===== config.mk =====
export PLATFORM = sky130hd
export DESIGN_NAME = pwfd_frame_ctrl
export DESIGN_NICKNAME = d
export VERILOG_FILES = /design/src/pwfd_pkg.sv /design/src/pwfd_frame_ctrl.sv
export SDC_FILE = /design/constraint.sdc
export NUM_CORES = 1
export LEC_CHECK = 0
export BUFFER_PORTS_ARGS = -buffer_cell sky130_fd_sc_hd__buf_2
export CAP_MARGIN = 10
export CORE_AREA = 4 4 54 56
export DETAILED_ROUTE_END_ITERATION = 6
export DIE_AREA = 0 0 58 60
export GPL_ROUTABILITY_DRIVEN = 0
export GPL_TIMING_DRIVEN = 0
export HOLD_SLACK_MARGIN = 0.02
export PLACE_DENSITY = 0.67
export SLEW_MARGIN = 20
export SYNTH_ARGS = -nofsm -noshare
export SYNTH_HDL_FRONTEND = slang
export SYNTH_SLANG_ARGS = --single-unit

===== constraint.sdc =====
create_clock -name i_clk -period 3.22 [get_ports i_clk]
set_input_delay 0.161 -clock i_clk [delete_from_list [all_inputs] [get_ports i_clk]]
set_output_delay 0.161 -clock i_clk [all_outputs]
set_load 0.005 [all_outputs]

===== src/pwfd_pkg.sv =====
// shared types and constants for the ir pulse width frame decoder
`default_nettype none
package pwfd_pkg;

    localparam int unsigned WIDTH_W = 8;
    localparam int unsigned DEV_ID_W = 5;
    localparam int unsigned CMD_W = 3;
    localparam int unsigned FRAME_BITS = 8;
    localparam int unsigned COUNT_W = 4;

    localparam logic [WIDTH_W-1:0] SYNC_LO = 8'd72;
    localparam logic [WIDTH_W-1:0] SYNC_HI = 8'd82;
    localparam logic [WIDTH_W-1:0] ONE_LO = 8'd33;
    localparam logic [WIDTH_W-1:0] ONE_HI = 8'd43;
    localparam logic [WIDTH_W-1:0] ZERO_LO = 8'd14;
    localparam logic [WIDTH_W-1:0] ZERO_HI = 8'd24;
    localparam logic [COUNT_W-1:0] FRAME_LEN = 4'd8;

    typedef logic [WIDTH_W-1:0] t_width;
    typedef logic [DEV_ID_W-1:0] t_dev_id;

    typedef enum logic [CMD_W-1:0] {
        CMD_LIGHT = 3'd1,
        CMD_DARK  = 3'd2
    } t_cmd;

    typedef struct packed {
        logic   valid;
        t_width width;
    } t_step;

endpackage
`default_nettype wire


===== src/pwfd_frame_ctrl.sv =====
// pulse classification, frame assembly and led state
`default_nettype none
module pwfd_frame_ctrl
    import pwfd_pkg::*;
(
    input  wire         i_clk,
    input  wire         i_rst_n,
    input  wire t_step  i_step,
    input  wire t_dev_id i_dev_id,
    output logic        o_led_next
);

    logic                  r_in_frame;
    logic [COUNT_W-1:0]    r_count;
    logic [FRAME_BITS-1:0] r_bits;
    logic                  r_led;

    logic                  n_in_frame;
    logic [COUNT_W-1:0]    n_count;
    logic [FRAME_BITS-1:0] n_bits;
    logic                  n_led;

    logic                  is_sync;
    logic                  is_one;
    logic                  is_zero;
    logic [FRAME_BITS-1:0] shifted;
    logic [COUNT_W-1:0]    count_inc;
    logic [CMD_W-1:0]      cmd;
    t_dev_id               data;

    assign is_sync = (i_step.width > SYNC_LO) && (i_step.width < SYNC_HI);
    assign is_one  = (i_step.width > ONE_LO) && (i_step.width < ONE_HI);
    assign is_zero = (i_step.width > ZERO_LO) && (i_step.width < ZERO_HI);
    assign shifted = {r_bits[FRAME_BITS-2:0], is_one};
    assign count_inc = r_count + COUNT_W'(1);
    assign cmd  = shifted[FRAME_BITS-1 -: CMD_W];
    assign data = shifted[DEV_ID_W-1:0];

    always_comb begin
        n_in_frame = r_in_frame;
        n_count    = r_count;
        n_bits     = r_bits;
        n_led      = r_led;
        if (is_sync) begin
            n_in_frame = 1'b1;
            n_count    = '0;
            n_bits     = '0;
        end else if (r_in_frame && (is_one || is_zero)) begin
            n_bits  = shifted;
            n_count = count_inc;
            if (count_inc >= FRAME_LEN) begin
                n_in_frame = 1'b0;
                n_count    = '0;
                n_bits     = '0;
                case (cmd)
                    CMD_LIGHT: n_led = (i_dev_id <= data);
                    CMD_DARK:  n_led = 1'b0;
                    default:   n_led = r_led;
                endcase
            end
        end
    end

    assign o_led_next = n_led;

    always_ff @(posedge i_clk) begin
        if (!i_rst_n) begin
            r_in_frame <= 1'b0;
            r_count    <= '0;
            r_bits     <= '0;
            r_led      <= 1'b0;
        end else if (i_step.valid) begin
            r_in_frame <= n_in_frame;
            r_count    <= n_count;
            r_bits     <= n_bits;
            r_led      <= n_led;
        end
    end

endmodule
`default_nettype wire

[Word level (Yosys, flattened, before mapping)]
Index checks and enable logic that the tools add are counted.
Storage, ports and cells
  flip-flop bits (word level): 13
  input bits: 16
  logic and storage cells: 37
Operators by class
  $add $sub $neg: 1
  $lt $le $gt $ge: 8
  equal/unequal tests: 2
  multiplexer cells: 13
  reductions and logical operators: 9
Operator list (count)
  two-way mux 7 bit: 3
  two-way mux 4 bit: 3
  > comparator 8 x 4 -> 1 bit (second input constant): 1
  > comparator 8 x 6 -> 1 bit (second input constant): 1
  > comparator 8 x 7 -> 1 bit (second input constant): 1
  < comparator 8 x 5 -> 1 bit (second input constant): 1
  < comparator 8 x 6 -> 1 bit (second input constant): 1
  < comparator 8 x 7 -> 1 bit (second input constant): 1
  two-way mux 1 bit: 6
  less-or-equal comparator 5 bit: 1
  adder 4 x 1 -> 4 bit (second input constant): 1
  greater-or-equal comparator 4 bit (second input constant): 1
  logical AND 1 bit: 4
  nonzero test 2 bit: 2
  == test 3 x 1 -> 1 bit (second input constant): 1
  == test 3 x 2 -> 1 bit (second input constant): 1
  AND reduction 3 bit: 1
  one-hot mux 1 bit (2 select lines): 1
  AND reduction 2 bit: 1
  logical OR 1 bit: 1

[Logic depth before layout (Yosys ltp)]
Gate-level depths: netlist of the first run.
  depth after elaboration: 7
  depth in mapped cells: 8
  mapped depth without buffers: 8

[Worst setup path before layout of the first run]
No wires, ideal clock.
  path kind: input to output
  from: input port i_step[6] in the netlist's numbering
  to: output port o_led_next
  arrival time: 1.950 ns
  data required time: 3.059 ns
  setup slack: 1.109 ns
  stages on the path: 8
  path buffers: 0
  path through: or4b_4 a211oi_4 ha_1 inv_1 a21o_1 a221oi_1 o21ai_0 o21ai_0
On the way
  cells in the longest elaborated chain, start to end: 7
  elaborated cells between the ends (all ways): 16
RTL lines
  start: declaration: RTL line pwfd_frame_ctrl.sv:8  | input wire t_step i_step,
  > comparator 8 x 6 -> 1 bit / < comparator 8 x 6 -> 1 bit (equally long branches): RTL line pwfd_frame_ctrl.sv:32  | assign is_one = (i_step.width > ONE_LO) && (i_step.width < ONE_HI);
  logical AND 1 bit: RTL line pwfd_frame_ctrl.sv:32
  less-or-equal comparator 5 bit: RTL line pwfd_frame_ctrl.sv:56  | CMD_LIGHT: n_led = (i_dev_id <= data);
  one-hot mux 1 bit (2 select lines): RTL line pwfd_frame_ctrl.sv:55  | case (cmd)
  two-way mux 1 bit: RTL line pwfd_frame_ctrl.sv:51  | if (count_inc >= FRAME_LEN) begin
  two-way mux 1 bit: RTL line pwfd_frame_ctrl.sv:48  | end else if (r_in_frame && (is_one || is_zero)) begin
  two-way mux 1 bit *: RTL line pwfd_frame_ctrl.sv:44  | if (is_sync) begin
  end: declaration: RTL line pwfd_frame_ctrl.sv:10  | output logic o_led_next
Mark *: on every way between the ends. The rest lies on a longest branch, timed or not.

[Worst setup path in the final report of the first run]
Same ends and word-level chain as after synthesis.

==> summary.txt, run 1 <==
Yosys
  – Most common cell in the netlist: dfxtp_1
  – Sequential area share after synthesis: between 20% and 30%
  – Net Count, Synth: approximately 130
  – Post-synth cell types: 36
  – Register bit total from synthesis: 13
  – Post-synth EDFFs: 0
  – Top cell type's share of synthesized area: 29.1%
  – Ys flop type: dfxtp_1
  – Post-Synthesis Cells: between 100 and 150
  – Yosys Warn Count: 0
  – Area leader, netlist: dfxtp_1
  – FFs w/ async S/R, synth: 0%
  – Commonest cells post-synth: dfxtp_1, a21oi_1, nand3_1, o211ai_1, inv_1
  – Top post-synthesis cells by area: dfxtp_1, ha_1, o211ai_1, a21oi_1, nand3_1
  – Synthesized cell area: between 800 and 900 um2
  – Synth Area per Inst: between 8 and 9 um2

Setup path
  – Setup CP Type: primary input to primary output
  – CP startpoint kind: primary input
  – Arrival @ worst endpoint: approximately 2.4 ns
  – Worst Setup End Kind: primary output
  – Crit-path max FO: 7
  – Data required, critical path: 3.06 ns

Worst hold path
  – Min-Delay Path Class: primary input to flip-flop

Global route
  – First-pass GRT wire length: between 3 and 4 mm
  – Largest net degree at the start of global routing: 11
  – Routing usage on met2: 19.8%
  – Met3 Usage GRT: ~5.6%
  – GR Util All Layers: approximately 12%
  – M1 GR Usage: 14.3%
  – Initial antenna violation count: 0
  – Vias in the first global route: approximately 780
  – Gr busiest metal: met2
  – Remaining Overflow, GRT: 0

Timing
  – Setup slack after layout: 0.690 ns
  – Period utilisation layout: about four fifths
  – RSZ-0062 raised after global routing: false
  – Final Max Tran Viols: 0
  – Tmin final: roughly 2.5 ns
  – Final hold violation count: 0
  – Slew HR: between 60% and 70%
  – Clock skew: roughly 0.0048 ns
  – Max frequency: between 300 and 400 MHz
  – Worst-margin pin slew: approximately 0.46 ns
  – Setup Viol. Count Final: 0
  – Post-route setup TNS: 0 ns

Cells and area
  – Share of cells above drive strength 1: between 20% and 30%
  – Area growth from synthesis to layout: 16.1%
  – Filler Cell Count: about 240
  – Seq. cell area: between 200 and 300 um2
  – Multi-input logic area: a little under 600 um2
  – Final core utilization: between 40% and 50%
  – Final Cell Area: around 0.0010 mm2
  – Ant. Diodes: 0
  – Nets: ~150

Clock tree
  – Post-cts sizing count: 0
  – Skew-Pair Late Insertion Delay: 0.28 ns
  – Htree depth: 1
  – CTS Buffer Depth: 2
  – Setup repair bufs after CTS: 0
  – CTS buffer count: 3
  – Cts hold-fix bufs: 0
  – Reg clk slew, reported paths: 0.08 ns
  – Clk sinks: 13
  – Clk root buf: clkbuf_4
  – TritonCTS clock tree: built

Route
  – Final WL: 1.92 mm
  – Detail Route Antenna Nets: 0
  – First DRT Iteration DRCs: 36
  – DR vias: 830
  – Vias/cell: roughly 5.4
  – WL/cell: ~12 um
  – TritonRoute pass-1 iters: 4
  – Residual DRC: 0

Die
  – Initial Utilization: between 30% and 40%
  – # rows: 18
  – Boundary Pins: 17
  – Die Wd: around 58 um
  – Die area: between 0.003 and 0.004 mm2
  – Die height: about 60 um
  – Core area: around 0.0024 mm2

Power
  – Worst VDD drop: 186 uV
  – Leak Pwr: around 0.37 nW
  – Total power: around 300 uW
  – Power Dens Cells: about 290 mW/mm2

Place
  – DP Worst Slack: roughly 0.70 ns
  – Count of buffers from port buffering: 16
  – Dpl hpwl: ~1.5 mm
  – Placed instance area: slightly above 0.001 mm2

Status
  – Status: completed

Flow run
  – Max_cap viols: 0
==> worst paths after layout <==
| check | startpoint | endpoint | slack [ns] | depth (start not counted) |
|---|---|---|---|---|
| worst max register to register | r_bits[2]$_SDFFE_PN0P_ | r_led$_SDFFE_PN0P_ | 1.50 | 6 |
| worst min register to register | r_count[2]$_SDFFE_PN0P_ | r_count[2]$_SDFFE_PN0P_ | 0.49 | 2 |
| worst min-delay path | i_rst_n | r_led$_SDFFE_PN0P_ | 0.17 | 3 |
| worst max-delay path | i_step[6] | o_led_next | 0.69 | 10 |
==> layout by cell type, fill, tap and decap left out <==
| cell type | n |
|---|---|
| nor4b_1 | 1 |
| o211ai_1 | 9 |
| clkbuf_1 | 4 |
| a22o_2 | 1 |
| o21a_1 | 1 |
| and3_1 | 2 |
| or2_0 | 1 |
| nand4_1 | 1 |
| and4_1 | 1 |
| a2bb2oi_2 | 1 |
| nor4bb_1 | 1 |
| clkbuf_4 | 3 |
| dfxtp_1 | 13 |
| buf_2 | 17 |
| ha_1 | 6 |
| a211oi_4 | 1 |
| o32ai_1 | 1 |
| xnor2_1 | 2 |
| nand3_1 | 12 |
| nor4_1 | 1 |
| nand2_1 | 4 |
| and2b_1 | 1 |
| inv_1 | 7 |
| o211ai_4 | 1 |
| and4bb_2 | 1 |
| or4b_2 | 1 |
| o31ai_1 | 1 |
| a221oi_1 | 1 |
| nor3b_1 | 1 |
| nand2b_1 | 1 |
| a21o_2 | 1 |
| o21ai_0 | 4 |
| or4b_4 | 1 |
| nor3_1 | 2 |
| a21o_1 | 4 |
| a21oi_1 | 12 |
| and2_1 | 2 |
==> sequential cells by signal (all words and copies together) (netlist names) <==
signal      flops
r_bits          7
r_count         4
r_in_frame      1
r_led           1
==> area by class of cell <==
class	instances	share of cell area (%)
multi-input cells	80	57.0
plain buffers	4	1.57
well taps	30	3.61
inverters	7	2.53
flip-flops and latches	13	25.1
clock buffers	4	2.53
repair buffers	16	7.71
==> worst max-delay path: stages <==
cell and delay [ns]:
buf_2 0.12, or4b_4 0.54, a211oi_4 0.37, ha_1 0.22
inv_1 0.04, a21o_1 0.17, a221oi_1 0.27, o21ai_0 0.19
o21ai_0 0.16, buf_2 0.13
==> layer usage <==
layer / share of wire, % / routed length [um] / vias to the layer above
li1: - / - / 438
met1: 47 / 899 / 375
met2: 48 / 912 / 15
met3: 5.1 / 98 / 2
met4: 0.42 / 8 / 0
met5: 0 / 0 / -
==> kinds of logic after synthesis <==
family,Yosys count,synth area share [%]
xor+xnor,2,1.96
fa+ha+maj,6,8.39
flops,13,29.1
compound gates,38,31.9
buf+inv,11,4.76
simple gates,34,23.9
==> power by group <==
part           switching, mW  internal, mW  total [mW]
combinational         0.0225        0.0182      0.0407
sequential          0.000621         0.161       0.162
clock                 0.0527        0.0481       0.101
total                 0.0758         0.227       0.303
==> metrics by stage <==
step | instances | hold slack [ns]
after detailed placement | 150 | 0.469
after CTS | 154 | 0.167
after floorplan | 104 | 0.318
after global placement | 150 | 0.458
after global routing | 154 | 0.166
final | 154 | 0.174
No activity file was read; power rests on OpenSTA's default activity.
==> inputs of run 2 (changes only) <==
--- a/config.mk
+++ b/config.mk
@@ -5,15 +5,16 @@
 export SDC_FILE = /design/constraint.sdc
 export NUM_CORES = 1
 export LEC_CHECK = 0
+export ABC_AREA = 1
 export BUFFER_PORTS_ARGS = -buffer_cell sky130_fd_sc_hd__buf_2
 export CAP_MARGIN = 10
-export CORE_AREA = 4 4 54 56
+export CORE_AREA = 4 4 55 57
 export DETAILED_ROUTE_END_ITERATION = 6
-export DIE_AREA = 0 0 58 60
+export DIE_AREA = 0 0 59 61
 export GPL_ROUTABILITY_DRIVEN = 0
 export GPL_TIMING_DRIVEN = 0
 export HOLD_SLACK_MARGIN = 0.02
-export PLACE_DENSITY = 0.67
+export PLACE_DENSITY = 0.69
 export SLEW_MARGIN = 20
 export SYNTH_ARGS = -nofsm -noshare
 export SYNTH_HDL_FRONTEND = slang
==> constraint.sdc (replaced) <==
create_clock -name i_clk -period 2.1 [get_ports i_clk]
set_input_delay 0.105 -clock i_clk [delete_from_list [all_inputs] [get_ports i_clk]]
set_output_delay 0.105 -clock i_clk [all_outputs]
set_load 0.005 [all_outputs]
==> run 2 against run 1 <==
Compared with the run above:
- worst hold slack worse by 0.048 ns
- cell count is 31% higher
- clock power is 55% higher
- sequential share of layout area is 1.2 points lower
- register-to-register slack worse by 0.84 ns
==> summary.txt, run 2 <==
Status
  – Status: completed

Route
  – Met2 WL: 902 um (-1.1%)
  – Final WL: 1.99 mm (+3.5%)
  – DR vias: 977 (+18%)
  – Vias/cell: 4.84 (-10%)
  – TritonRoute pass-1 iters: 4 (unchanged)
  – First DRT Iteration DRCs: 41 (+14%)
  – Met3 Routed Length: 114 um (+16%)
  – Detail Route Antenna Nets: 0 (unchanged)
  – Uppermost layer routed: met4
  – Met1 wire length: 908 um (+1.0%)
  – WL/cell: 9.83 um (-21%)
  – Residual DRC: 0 (unchanged)

Yosys
  – Ys flop type: dfxtp_1
  – Top post-synthesis cells by area: dfxtp_1, nand2_1, nand3_1, inv_1, ha_1
  – Post-synth EDFFs: 0 (unchanged)
  – Register bit total from synthesis: 13 (unchanged)
  – Yosys Warn Count: 0 (unchanged)
  – Synth Area per Inst: 6.24 um2 (-27%)
  – Post-Synthesis Cells: 152 (+46%)
  – Synthesized cell area: 948 um2 (+6.0%)
  – Top cell type's share of synthesized area: 27.4% (-1.7 points)
  – FFs w/ async S/R, synth: 0% (unchanged)
  – Most common cell in the netlist: nand2_1
  – Post-synth cell types: 22 (-39%)
  – Commonest cells post-synth: nand2_1, inv_1, nand3_1, nor2_1, dfxtp_1
  – Area leader, netlist: dfxtp_1
  – Sequential area share after synthesis: 27.4% (-1.7 points)
  – Net Count, Synth: 174 (+38%)

Worst hold path
  – Min-delay src: i_rst_n
  – Min-Delay Path Class: primary input to flip-flop
  – Hold EP: r_in_frame$_SDFFE_PN0P_
  – Hold Crit Depth: 3 (unchanged)

Clock tree
  – Skew-Pair Late Insertion Delay: 0.28 ns (about the same)
  – CTS buffer count: 3 (unchanged)
  – Clk sinks: 13 (unchanged)
  – Reg clk slew, reported paths: 0.09 ns (about the same)
  – CTS Buffer Depth: 2 (unchanged)
  – TritonCTS clock tree: built
  – Setup repair bufs after CTS: 0 (unchanged)
  – Htree depth: 1 (unchanged)
  – Cts hold-fix bufs: 0 (unchanged)
  – Clk root buf: clkbuf_4
  – Post-cts sizing count: 0 (unchanged)

Global route
  – GR Util All Layers: 13.2% (+1.2 points)
  – Initial antenna violation count: 0 (unchanged)
  – First-pass GRT wire length: 3.61 mm (+10%)
  – Largest net degree at the start of global routing: 11 (unchanged)
  – Vias in the first global route: 906 (+16%)
  – Remaining Overflow, GRT: 0 (unchanged)

Setup path
  – CP Buf/Inv Count: 3 (unchanged)
  – Cells along the critical path: inv_1 > ha_1 > nand2_1 > inv_1 > o21bai_1 > nand3_1 > a21oi_1 > nand2_1 > nand2_1 > buf_2
  – Worst Setup End Kind: primary output
  – CP startpoint kind: flip-flop
  – Setup CP Type: flip-flop to primary output
  – Worst path most repeated cell: nand2_1
  – Slowest stage cell, crit path: dfxtp_1
  – Arrival @ worst endpoint: 1.66 ns (-0.71 ns)
  – Crit Reg-Reg Startpoint: r_bits[1]$_SDFFE_PN0P_
  – Reg2reg end: r_led$_SDFFE_PN0P_
  – Crit-path max FO: 3 (-4)
  – Reg2reg path depth: 11 (+5)
  – Crit path max-delay family: flip-flops
  – Max incr delay on CP: 0.32 ns (-0.22 ns)
  – Data required, critical path: 2.00 ns (-1.06 ns)
  – R2R setup slack: 0.66 ns (-0.84 ns)

Power
  – Sequential power share: 50.7% (-2.6 points)
  – Worst VDD drop: 365 uV (+97%)
  – Clk network pwr share: 31.2% (-2.0 points)
  – Power Dens Cells: 461 mW/mm2 (+58%)
  – Switch Pwr: 141 uW (+86%)
  – Leak Pwr: 0.564 nW (+52%)
  – P_int: 363 uW (+60%)
  – Switching share of power: 27.9% (+2.9 points)
  – Total power: 504 uW (+66%)
  – Power share of the combinational group: 18.1% (+4.7 points)

Die
  – Initial Utilization: 38.3% (+1.5 points)
  – Die Wd: 59 um (+1.7%)
  – Die area: 0.00360 mm2 (+3.4%)
  – Core area: 0.00248 mm2 (+1.9%)
  – Die height: 61 um (+1.7%)
  – # rows: 18 (unchanged)
  – Boundary Pins: 17 (unchanged)

Timing
  – Worst-margin pin slew: 0.426 ns (-0.0317 ns)
  – Final hold violation count: 0 (unchanged)
  – Final Max Tran Viols: 0 (unchanged)
  – Clock skew: 0.00956 ns (+0.00477 ns)
  – Slew HR: 71.6% (+2.1 points)
  – Setup Viol. Count Final: 0 (unchanged)
  – Tmin final: roughly 1.8 ns
  – Post-route setup TNS: 0 ns (unchanged)
  – RSZ-0062 raised after global routing: false
  – Setup slack after layout: 0.332 ns (-0.358 ns)
  – Period utilisation layout: approximately 84%
  – Max frequency: 566 MHz

Cells and area
  – Largest Register: r_bits
  – Final core utilization: 44.1% (+1.4 points)
  – Most common cell after layout, fill and taps aside: nand2_1
  – Largest registers: r_bits: 7 flops, r_count: 4 flops
  – Commonest cells after routing, fill and taps aside: nand2_1, inv_1, nand3_1
  – Area growth from synthesis to layout: 15.2%
  – Share of cells above drive strength 1: 19.2% (-3.4 points)
  – Filler Cell Count: 272 (+13%)
  – Seq. cell area: 260 um2 (unchanged)
  – Ant. Diodes: 0 (unchanged)
  – Max FFs per register: 7 (unchanged)
  – Nets: 195 (+33%)
  – Multi-input logic area: 579 um2 (-2.1%)

Place
  – Count of buffers from port buffering: 16 (unchanged)
  – Dpl hpwl: 1.60 mm (+5.9%)
  – DP Worst Slack: 0.584 ns (-0.115 ns)

Flow run
  – Max_cap viols: 0 (unchanged)
[run 2: routing by layer]
layer / track usage [%] / up-vias
li1: - / 512
met1: 15.4 / 426
met2: 22.6 / 32
met3: 2.55 / 7
met4: 7.77 / 0
met5: 0 / -
[run 2: worst reg2reg max path, cell delays in order (launching register included)]
cell and delay, ns:
dfxtp_1 0.32, inv_1 0.06, ha_1 0.29, nand2_1 0.06, inv_1 0.03, o21bai_1 0.11
nand3_1 0.09, a21oi_1 0.14, nand2_1 0.10, nand3_1 0.09, nand2_1 0.05, inv_1 0.04
[run 2: area by class of cell]
class	instances	area share (%)
multi-input combinational	114	53.0
tap	30	3.44
sequential	13	23.8
timing repair buffer	16	7.33
buffer	3	2.41
inverter	22	7.56
clock buffer	4	2.41
[run 2: power by group through the flow]
stage          sequential (mW)  combinational [mW]  clock [mW]
2_1_floorplan            0.261              0.0583           0
3_3_place_gp             0.261              0.0879           0
3_5_place_dp             0.262              0.0919           0
4_1_cts                  0.256              0.0922       0.168
5_1_grt                  0.257               0.108       0.177
6_report                 0.256              0.0911       0.157
[run 2: per-stage QoR]
stage          hold WS, ns  area (um2)  cells
4_1_cts              0.121        1090    202
5_1_grt              0.144        1090    202
3_5_place_dp         0.425        1070    198
6_report             0.126        1090    202
3_3_place_gp         0.404        1070    198
2_1_floorplan        0.239         948    152
[run 2: kinds of logic after synthesis]
| kind of cell | synth area share, % |
|---|---|
| buffers and inverters | 11.5 |
| AOI/OAI and AO/OA | 3.96 |
| and+or+nand+nor | 48.3 |
| adders and majority gates | 7.92 |
| xor gates and xnor gates | 0.924 |
| DFF | 27.4 |
[run 2: worst max-delay path by stage]
stage	start	to	slack, ns	depth (start not counted)
floorplan	r_bits[3]$_SDFFE_PN0P_	r_led$_SDFFE_PN0P_	0.81	11
CTS	r_bits[1]$_SDFFE_PN0P_	o_led_next	0.30	10
finish	r_bits[1]$_SDFFE_PN0P_	o_led_next	0.33	10
global placement	i_step[6]	o_led_next	0.63	14
global route	r_bits[1]$_SDFFE_PN0P_	o_led_next	0.12	10
detailed placement	i_step[6]	o_led_next	0.58	14
==> inputs of run 3 (changes only) <==
--- a/config.mk
+++ b/config.mk
@@ -14,7 +14,7 @@
 export GPL_ROUTABILITY_DRIVEN = 0
 export GPL_TIMING_DRIVEN = 0
 export HOLD_SLACK_MARGIN = 0.02
-export PLACE_DENSITY = 0.69
+export PLACE_DENSITY = 0.67
 export SLEW_MARGIN = 20
 export SYNTH_ARGS = -nofsm -noshare
 export SYNTH_HDL_FRONTEND = slang
==> constraint.sdc (replaced) <==
create_clock -name i_clk -period 1.8 [get_ports i_clk]
set_input_delay 0.09 -clock i_clk [delete_from_list [all_inputs] [get_ports i_clk]]
set_output_delay 0.09 -clock i_clk [all_outputs]
set_load 0.005 [all_outputs]
==> run 3 against run 2 <==
Compared with the run above:
- clock power rose by 13%
- sequential share of layout area fell by 1.1 points
- non-clock buffer count did not move
- cell area rose by 4.7%
- first-iteration DRC count fell by 46%
- worst setup slack got worse by 0.22 ns
- power rose by 18%
- clock skew fell by 0.0045 ns
- global-route usage fell by 0.88 points
- register-to-register slack got worse by 0.27 ns
==> summary.txt, run 3 (synthesized netlist as in run 2, its figures left out) <==
Timing
  – Tightest hold margin: 0.124 ns (-0.00172 ns)
  – Final hold violation count: 0 (unchanged)
  – Slew HR: 69.6% (-2.0 points)
  – Period utilisation layout: a little over 90%
  – Clock skew: 0.00507 ns (-0.00449 ns)
  – Setup Viol. Count Final: 0 (unchanged)
  – Tmin final: about 1.7 ns
  – Worst-margin pin slew: 0.456 ns (+0.0298 ns)
  – Max frequency: around 600 MHz
  – Final Max Tran Viols: 0 (unchanged)

Power
  – P_int: 429 uW (+18%)
  – Power Dens Cells: 520 mW/mm2 (+13%)
  – Power share of the combinational group: 19.8% (+1.7 points)
  – Leak Pwr: 0.570 nW (+1.1%)
  – Worst VDD drop: 468 uV (+28%)
  – Switching share of power: 27.8% (-0.15 points)
  – Sequential power share: 50.2% (-0.5 points)
  – Clk network pwr share: 30.0% (-1.2 points)
  – Switch Pwr: 165 uW (+17%)
  – Total power: 594 uW (+18%)

Cells and area
  – Area growth from synthesis to layout: 20.6%
  – Seq. cell area: 260 um2 (unchanged)
  – Final Cell Area: 0.00114 mm2 (+4.7%)
  – Share of cells above drive strength 1: 25.0% (+5.8 points)
  – Filler Cell Count: 273 (+0.37%)
  – Multi-input logic area: 631 um2 (+8.9%)
  – Largest registers: r_bits: 7 flops, r_count: 4 flops
  – Commonest cells after routing, fill and taps aside: nand2_1, nand3_1, inv_1
  – Largest Register: r_bits
  – Nets: 195 (unchanged)
  – Most common cell after layout, fill and taps aside: nand2_1
  – Max FFs per register: 7 (unchanged)
  – Ant. Diodes: 0 (unchanged)
  – Non-Filler Instances: 202 (unchanged)

Global route
  – GR Util All Layers: 12.4% (-0.88 points)
  – Vias in the first global route: 890 (-1.8%)
  – First-pass GRT wire length: 3.40 mm (-5.7%)
  – Initial antenna violation count: 0 (unchanged)
  – Remaining Overflow, GRT: 0 (unchanged)
  – Largest net degree at the start of global routing: 11 (unchanged)

Setup path
  – R2R setup slack: 0.39 ns (-0.27 ns)
  – Arrival @ worst endpoint: 1.59 ns (-0.07 ns)
  – CP startpoint kind: flip-flop
  – Crit-path max FO: 3 (unchanged)
  – Data required, critical path: 1.71 ns (-0.29 ns)
  – Reg2reg path depth: 11 (unchanged)
  – Worst Setup End Kind: primary output
  – Setup CP Type: flip-flop to primary output
  – Crit Reg-Reg Startpoint: r_bits[3]$_SDFFE_PN0P_
  – Reg2reg end: r_led$_SDFFE_PN0P_

Route
  – DR vias: 967 (-1.0%)
  – Detail Route Antenna Nets: 0 (unchanged)
  – Residual DRC: 0 (unchanged)
  – TritonRoute pass-1 iters: 4 (unchanged)
  – Final WL: 1.99 mm (unchanged)
  – Met1 wire length: 888 um (-2.2%)
  – Uppermost layer routed: met4
  – Met2 WL: 974 um (+8.0%)
  – Met3 Routed Length: 86 um (-25%)
  – Vias/cell: 4.79 (-1.0%)
  – First DRT Iteration DRCs: 22 (-46%)
  – WL/cell: 9.83 um (unchanged)

Die
  – Die Wd: 59 um (unchanged)
  – Core area: 0.00248 mm2 (unchanged)
  – Die area: 0.00360 mm2 (unchanged)
  – Die height: 61 um (unchanged)
  – Initial Utilization: 38.3% (unchanged)
  – Boundary Pins: 17 (unchanged)
  – # rows: 18 (unchanged)

Place
  – Count of buffers from port buffering: 16 (unchanged)
  – DP Cell Count: 198 (unchanged)
  – Dpl hpwl: 1.57 mm (-2.0%)
  – Placed instance area: 0.00107 mm2 (unchanged)

Clock tree
  – Htree depth: 1 (unchanged)
  – Clk sinks: 13 (unchanged)
  – CTS Buffer Depth: 2 (unchanged)
  – Skew-Pair Late Insertion Delay: 0.27 ns (about the same)
  – Cts hold-fix bufs: 0 (unchanged)
  – Reg clk slew, reported paths: 0.08 ns (about the same)
  – CTS buffer count: 3 (unchanged)
  – TritonCTS clock tree: built
  – Clk root buf: clkbuf_4

Worst hold path
  – Min-Delay Path Class: primary input to flip-flop
  – Hold Crit Depth: 3 (unchanged)
  – Min-delay src: i_rst_n
  – Hold EP: r_in_frame$_SDFFE_PN0P_

Flow run
  – Max_cap viols: 0 (unchanged)

Status
  – Status: completed
run 3: changes by cell type in the layout (fill, tap and decap cells not counted), moves of 3 or more:
cell   previous run  this run
ha_4              0         3
inv_2             1         4
ha_1              6         3
inv_1            21        18
run 3: cell type report:
class                      count  share of cell area, %
multi-input combinational    114                   55.1
tap                           30                   3.28
clock buffer                   4                   2.30
inverter                      22                   7.22
timing repair buffer          16                   7.00
sequential                    13                   22.8
buffer                         3                   2.30
run 3: timing repair:
| action | CTS | global route |
|---|---|---|
| endpoints found under the setup margin | 0 | 1 |
| buffers inserted | 0 | 0 |
| gates resized for setup | 0 | 10 |
run 3: worst max-delay path: stages, from the launching register on:
cell and delay [ns]:
dfxtp_1 0.33, inv_2 0.05, ha_4 0.21, nand2_1 0.05, inv_1 0.03, o21bai_1 0.14, nand3_2 0.10, a21oi_2 0.15
nand2_1 0.08, nand2_1 0.07, buf_2 0.11
run 3: worst max-delay path by stage:
stage                                      start                 end  slack [ns]  depth (start not counted)
after detailed placement  r_bits[3]$_SDFFE_PN0P_  r_led$_SDFFE_PN0P_        0.30                         11
after global routing      r_bits[1]$_SDFFE_PN0P_          o_led_next       -0.03                         10
after global placement                 i_step[6]          o_led_next        0.36                         14
final                     r_bits[1]$_SDFFE_PN0P_          o_led_next        0.12                         10
after CTS                 r_bits[3]$_SDFFE_PN0P_          o_led_next        0.01                          9
after floorplan           r_bits[3]$_SDFFE_PN0P_  r_led$_SDFFE_PN0P_        0.51                         11
run 3: through the flow:
stage          setup slack [ns]  util [%]  setup TNS (ns)
6_report                  0.116      46.2               0
5_1_grt                 -0.0283      46.2         -0.0283
4_1_cts                  0.0149      44.1               0
3_5_place_dp              0.299      43.0               0
3_3_place_gp              0.355      43.0               0
2_1_floorplan             0.508         -               0
run 3: power groups by stage:
stage	clock (mW)	combinational [mW]	sequential, mW
CTS	0.189	0.108	0.298
floorplan	0	0.0680	0.304
global placement	0	0.104	0.305
detailed placement	0	0.107	0.305
global route	0.202	0.136	0.300
finish	0.178	0.118	0.299
run 3: per-layer routing:
| metal | vias up | global-route usage (%) |
|---|---|---|
| li1 | 516 | - |
| met4 | 0 | 5.83 |
| met5 | - | 0 |
| met2 | 14 | 20.8 |
| met3 | 4 | 4.04 |
| met1 | 433 | 14.2 |
